[config.mk]
export PLATFORM = sky130hd
export DESIGN_NAME = srpg_div
export DESIGN_NICKNAME = d
export VERILOG_FILES = /design/src/design/srpg_pkg.sv /design/src/design/srpg_div.sv
export SDC_FILE = /design/constraint.sdc
export NUM_CORES = 2
export LEC_CHECK = 0
export CORE_ASPECT_RATIO = 1.75
export CORE_MARGIN = 5
export CORE_UTILIZATION = 53
export DETAILED_ROUTE_END_ITERATION = 7
export DONT_BUFFER_PORTS = 1
export MAX_ROUTING_LAYER = met4
export PLACE_DENSITY = 0.65
export REMOVE_ABC_BUFFERS = 1
export SLEW_MARGIN = 10
export SYNTH_ARGS = -nofsm -noshare
export SYNTH_HDL_FRONTEND = slang
export SYNTH_SLANG_ARGS = --single-unit
[constraint.sdc]
create_clock -name clk_i -period 9.69 [get_ports clk_i]
set_input_delay 0.4845 -clock clk_i [delete_from_list [all_inputs] [get_ports clk_i]]
set_output_delay 0.4845 -clock clk_i [all_outputs]
set_load 0.01 [all_outputs]
[src/design/srpg_pkg.sv]
// Shared types, widths and constants of the sinc RF pulse generator.
package srpg_pkg;

  localparam int TIME_W  = 32;
  localparam int DUR_W   = 31;
  localparam int AMP_W   = 15;
  localparam int STEP_W  = 32;
  localparam int PHASE_W = 32;
  localparam int TRIG_W  = 31;
  localparam int UQ_W    = 46;
  localparam int NUM_W   = AMP_W + TRIG_W;
  localparam int DEN_W   = UQ_W + 16;
  localparam int QUOT_W  = 15;
  localparam int REM_W   = NUM_W + QUOT_W;

  localparam int SINE_LAT = 4;
  localparam int DIV_LAT  = QUOT_W + 1;

  localparam logic [30:0] SIN_A      = 31'd1686629713;
  localparam logic [30:0] SIN_B      = 31'd688904866;
  localparam logic [30:0] SIN_C      = 31'd76016977;
  localparam logic [30:0] Q30_ONE    = 31'd1073741824;
  localparam logic [15:0] TWO_PI_Q13 = 16'd51472;

  typedef enum logic [1:0] {
    CFG_DURATION  = 2'd0,
    CFG_AMPLITUDE = 2'd1,
    CFG_CARRIER   = 2'd2,
    CFG_BANDWIDTH = 2'd3
  } cfg_idx_e;

  typedef struct packed {
    logic            win;
    logic            zero;
    logic            huge;
    logic            tiny;
    logic [UQ_W-1:0] uq;
  } sine_tag_t;

  typedef struct packed {
    logic              win;
    logic              zero;
    logic              huge;
    logic              tiny;
    logic              eneg;
    logic [TRIG_W-1:0] yc;
    logic              negc;
    logic [TRIG_W-1:0] ys;
    logic              negs;
  } div_tag_t;

endpackage

[src/design/srpg_div.sv]
// Pipelined restoring divider, one quotient bit per stage, with overflow flag.
module srpg_div #(
  parameter int TAG_W = 1
) (
  input  logic                          clk_i,
  input  logic                          en_i,
  input  logic [srpg_pkg::NUM_W-1:0]    num_i,
  input  logic [srpg_pkg::DEN_W-1:0]    den_i,
  input  logic [TAG_W-1:0]              tag_i,
  output logic [srpg_pkg::QUOT_W-1:0]   quo_o,
  output logic                          sat_o,
  output logic [TAG_W-1:0]              tag_o
);
  import srpg_pkg::*;

  localparam int DSH_W = DEN_W + QUOT_W;

  logic [REM_W-1:0]  rem_q [QUOT_W+1];
  logic [DEN_W-1:0]  den_q [QUOT_W+1];
  logic [QUOT_W-1:0] quo_q [QUOT_W+1];
  logic              sat_q [QUOT_W+1];
  logic [TAG_W-1:0]  tag_q [QUOT_W+1];

  // quotient of num * 2^QUOT_W / den overflows when num >= den
  always_ff @(posedge clk_i) begin
    if (en_i) begin
      rem_q[0] <= {num_i, {QUOT_W{1'b0}}};
      den_q[0] <= den_i;
      quo_q[0] <= '0;
      sat_q[0] <= (DEN_W'(num_i) >= den_i);
      tag_q[0] <= tag_i;
    end
  end

  for (genvar s = 1; s <= QUOT_W; s++) begin : g_st
    localparam int J = QUOT_W - s;
    logic [DSH_W-1:0] dsh;
    logic             ge;

    assign dsh = DSH_W'(den_q[s-1]) << J;
    assign ge  = (DSH_W'(rem_q[s-1]) >= dsh);

    always_ff @(posedge clk_i) begin
      if (en_i) begin
        rem_q[s] <= ge ? REM_W'(DSH_W'(rem_q[s-1]) - dsh) : rem_q[s-1];
        den_q[s] <= den_q[s-1];
        quo_q[s] <= {quo_q[s-1][QUOT_W-2:0], ge};
        sat_q[s] <= sat_q[s-1];
        tag_q[s] <= tag_q[s-1];
      end
    end
  end

  assign quo_o = quo_q[QUOT_W];
  assign sat_o = sat_q[QUOT_W];
  assign tag_o = tag_q[QUOT_W];

endmodule
# After elaboration in Yosys (flattened, before gate mapping)
# Memories as Yosys holds them, arrays and structs flattened.
# Cells that the tools add are included.
[totals]
input_bits = 111
memories = 5
out_inout_bits = 17
elab_cells = 53
reg_bits = 0
ramBits = 2240
[mem_list]
columns = ["name", "words", "word_bits", "rd", "rd_ports_with_merged_regs", "write_ports", "line_no", "source"]
rows = [
  ["den_q", 16, 62, 15, 0, 16, "srpg_div.sv:19", "logic [DEN_W-1:0] den_q [QUOT_W+1];"],
  ["rem_q", 16, 61, 15, 0, 16, "srpg_div.sv:18", "logic [REM_W-1:0] rem_q [QUOT_W+1];"],
  ["quo_q", 16, 15, 16, 0, 16, "srpg_div.sv:20", "logic [QUOT_W-1:0] quo_q [QUOT_W+1];"],
  ["sat_q", 16, 1, 16, 0, 16, "srpg_div.sv:21", "logic sat_q [QUOT_W+1];"],
  ["tag_q", 16, 1, 16, 0, 16, "srpg_div.sv:22", "logic [TAG_W-1:0] tag_q [QUOT_W+1];"],
]
[op_classes]
add_sub_neg = 15
order_cmp = 16
mux = 17
[op_table]
columns = ["cell", "count"]
rows = [
  ["$mux W61", 15],
  ["$sub A61 B61 Y61", 15],
  ["$ge A61 B76 Y1", 1],
  ["$ge A61 B75 Y1", 1],
  ["$ge A61 B74 Y1", 1],
  ["$ge A61 B73 Y1", 1],
  ["$ge A61 B72 Y1", 1],
  ["$ge A61 B71 Y1", 1],
  ["$ge A61 B70 Y1", 1],
  ["$ge A61 B69 Y1", 1],
  ["$ge A61 B68 Y1", 1],
  ["$ge A61 B67 Y1", 1],
  ["$ge A61 B66 Y1", 1],
  ["$ge A61 B65 Y1", 1],
  ["$ge A61 B64 Y1", 1],
  ["$ge A61 B63 Y1", 1],
  ["$ge A46 B62 Y1", 1],
  ["$ge A61 B62 Y1", 1],
  ["$mux W1", 2],
]

# Depth between registers and ports, before layout
# An unclocked memory read counts as a cell.
[logic_depth]
word_depth = 3
depth_mapped = 17

# Least setup slack after synthesis
# Ideal clock, no wire load.
[synth_path]
kind = "register -> register"
from = "mem den_q[1][62] (netlist bit)"
to = "mem rem_q[0][287] (netlist bit) (data pin)"
arrival_time_ns = 3.274
path_stages_with_launch = 14
setup_ns = 0.260
synth_period_minus_slack_ns = 3.533
slack_ns = 6.157
path_cell_list = "edfxtp_1 -> fa_1 -> nor2b_1 -> o21ai_0 -> a21o_1 -> a21oi_1 -> o21ai_0 -> a21oi_1 -> a21oi_1 -> o31a_1 -> o211ai_1 -> buf_2 -> buf_4 -> mux2_2"
[synth_lines]
columns = ["element", "line_no"]
rows = [
  ["start: declaration", "srpg_div.sv:19"],
  ["end: declaration", "srpg_div.sv:18"],
]

==> impl_metrics.toml <==
[outcome]
status = "complete, but fails checks"
violations = "slew limit"

[die]
dieWidth_um = 359
dieArea_um2 = 223000
fp-row-count = 224
start_util = 0.531
fp.coreArea_um2 = 212000
die_h_um = 621
num_io_pins = 128

[hold_path]
hold_depth = 3
worstHoldPathType = "input pin to flip-flop"

[yosys]
synthArstFlopShare = 0
syn-mean-instance-area_um2 = 10.7
synthMostInstantiatedCell = "edfxtp_1"
synth_edf_count = 1877
synth_cell_types = 98
synth_largest_area_cell = "edfxtp_1"
yosysWarnings = 0
synth_top_area_frac = 0.499
synth_seq_cells = 1877
synth_common_cells = "edfxtp_1 (1877), inv_1 (1071), ha_1 (855)"
netlist_area_um2 = 113000
synth_ff_type = "edfxtp_1"
postSynthCellCount = 10500
ys_seq_area_frac = 0.499
synth_area_leaders = "edfxtp_1 (50%), ha_1 (9.5%), mux2_2 (4.0%)"

[timing]
max_clock_freq_mhz = 172
timing.final.crit_share = 0.601
min_period_ns = 5.82
worstMarginPinSlew_ns = 1.54
rsz0062_at_grt = "no"
hold_viol_final = 0
drv_slew = 57
fin_skew_ns = 0.0733
slew_headroom = -0.0261
finalSetupViolations = 0
finalSetupTns_ns = 0

[clocking]
ctsHoldBuffers = 110
clkSinkCount = 1877
cts-buffers-inserted = 187
cts_tree = "built"
cts_max_level = 4
cts_root_buffer = "clkbuf_16"
clk_pin_slew_worst_paths_ns = 0.06
clk_latency_ns = 0.87
cts-resized-gates = 0
clockBufferDepth = 4
postCtsSetupBuffers = 0

[cells_and_area]
final_area_um2 = 123000
area_delta_synth_final_pct = 9.05
finalNetCount = 11500
drive_gt1_frac = 0.0803

[worst_setup_path]
crit_path_max_fanout = 52
cpMaxStageDelayCell = "o41ai_2"
crit_path_end_kind = "flip-flop"
worst-path-stages = 12
ff2ff_path_depth = 12
critical_path_class = "flip-flop to flip-flop"
cp_common_cell = "o21ai_0"
crit_arrival_ns = 6.38
cp-start-kind = "flip-flop"
critical_path.cell_chain = "fa_1 -> nor2b_1 -> o21ai_0 -> a21oi_1 -> o21ai_0 -> o2111a_1 -> o41ai_2 -> nand2_1 -> o22ai_1 -> o31a_2 -> buf_4 -> mux2_2"
max_stage_delay_ns = 0.91
required_ns = 10.25
path_delay_family = "compound AO/OA/AOI/OAI gates"
cp.buffers_inverters = 1

[placement]
place_congestion = 0.954
port_buffers = 0
dp_hpwl_um = 255000
placed_area_um2 = 116000

[grt]
grt_max_degree = 270
overflow = 0
grt_pass1_vias = 84900
antenna_found_initial = 5
grt_pass1_wl_um = 479000
track_usage = 0.289

[routing]
post-route-drc-count = 0
vias_per_cell = 5.91
totalWireLength_um = 321000
drt_first_pass_iters = 6
ant_nets = 0
drtIter0Drc = 4110
vias = 79800
wl_per_cell_um = 23.8

[job]
cap_violations = 0

[power_and_ir_drop]
ir_worst_vdd_mv = 0.176
p_per_area_nw_per_um2 = 174
p_leak_nw = 50.9
-- cells by family (layout without fill, tap and decap cells) --
family	Yosys count	count (layout)	synth area share
fa+ha+maj	869	869	0.0972
mux	430	430	0.0427
xor+xnor	669	669	0.0519
simple gates	2355	2355	0.101
compound gates	2875	2875	0.159
buf+inv	1431	1585	0.0490
flops	1877	1877	0.499
other cells	0	13	0
-- path summary, 6_finish.rpt --
kind	startpoint	endpoint	slack [ns]
worst min-delay path	num_i[29]	sat_q[0][0]	0.15
worst max-delay path	den_q[4][0]	rem_q[1][86]	3.87
worst max register to register	den_q[4][0]	rem_q[1][86]	3.87
worst min register to register	quo_q[11][1]	quo_q[12][2]	0.40
-- layout by cell type, fill, tap and decap left out, types with 29 or more instances in the layout --
cell type / n
a211oi_1: 63
nor4_1: 51
nand2_1: 822
o21a_1: 95
xnor2_1: 414
xor2_1: 255
dlygate4sd3_1: 110
a21o_1: 502
buf_4: 56
o31ai_1: 56
and3_1: 87
clkbuf_1: 29
nand2b_1: 103
nor3_1: 118
nand3_1: 167
nor2_1: 456
or3_1: 38
inv_1: 1071
o21bai_1: 127
edfxtp_1: 1877
a21boi_0: 31
nand4_1: 211
a31oi_1: 107
and2_1: 56
o21ai_0: 700
o211ai_1: 45
a21oi_1: 830
mux2_2: 405
ha_1: 855
clkbuf_16: 191
or2_2: 32
nor2b_1: 124
-- area by class of cell --
class,instances,area [um^2]
repair buffers,180,1880
inverters,1072,4020
clock inverters,113,1220
well taps,2825,3530
diodes,13,32.5
multi-input cells,7198,51200
clock buffers,220,4890
fillers,17500,89300
flip-flops and latches,1877,56400
-- report_power, final --
part	internal (mW)	total, mW	switching (mW)
Combinational	1.63	4.27	2.64
Sequential	9.52	9.80	0.273
Clock	4.21	7.40	3.19
Total	15.4	21.5	6.11
-- routing by layer --
layer  vias to the layer above  GRT usage  share of wire
li1                      38500          -              -
met4                         0      0.273           0.12
met1                     38100      0.207           0.28
met2                      2017      0.594           0.58
met3                      1178     0.0236          0.024
met5                         -          -              0
-- flip-flops by register name (all words and copies together) (netlist names) --
| name | count |
|---|---|
| tag_q | 16 |
| rem_q | 795 |
| den_q | 930 |
| quo_q | 120 |
| sat_q | 16 |
-- tightest hold or removal path: stages --
cell	delay (ns)
ha_1	0.18
o41ai_1	0.11
o311ai_0	0.09
-- stage by stage --
step                hold slack, ns  worst slack (ns)  total power [mW]   util  std cells
floorplan                    0.400             0.421              12.7      -      10100
global placement             0.400              3.44              14.0  0.545      13000
detailed placement           0.405              3.29              14.1  0.545      13000
CTS                          0.118              3.91              21.6  0.579      13500
global route                 0.141              3.80              22.3  0.580      13500
finish                       0.151              3.87              21.5  0.580      13500
Power figures use the tool's default switching activity.
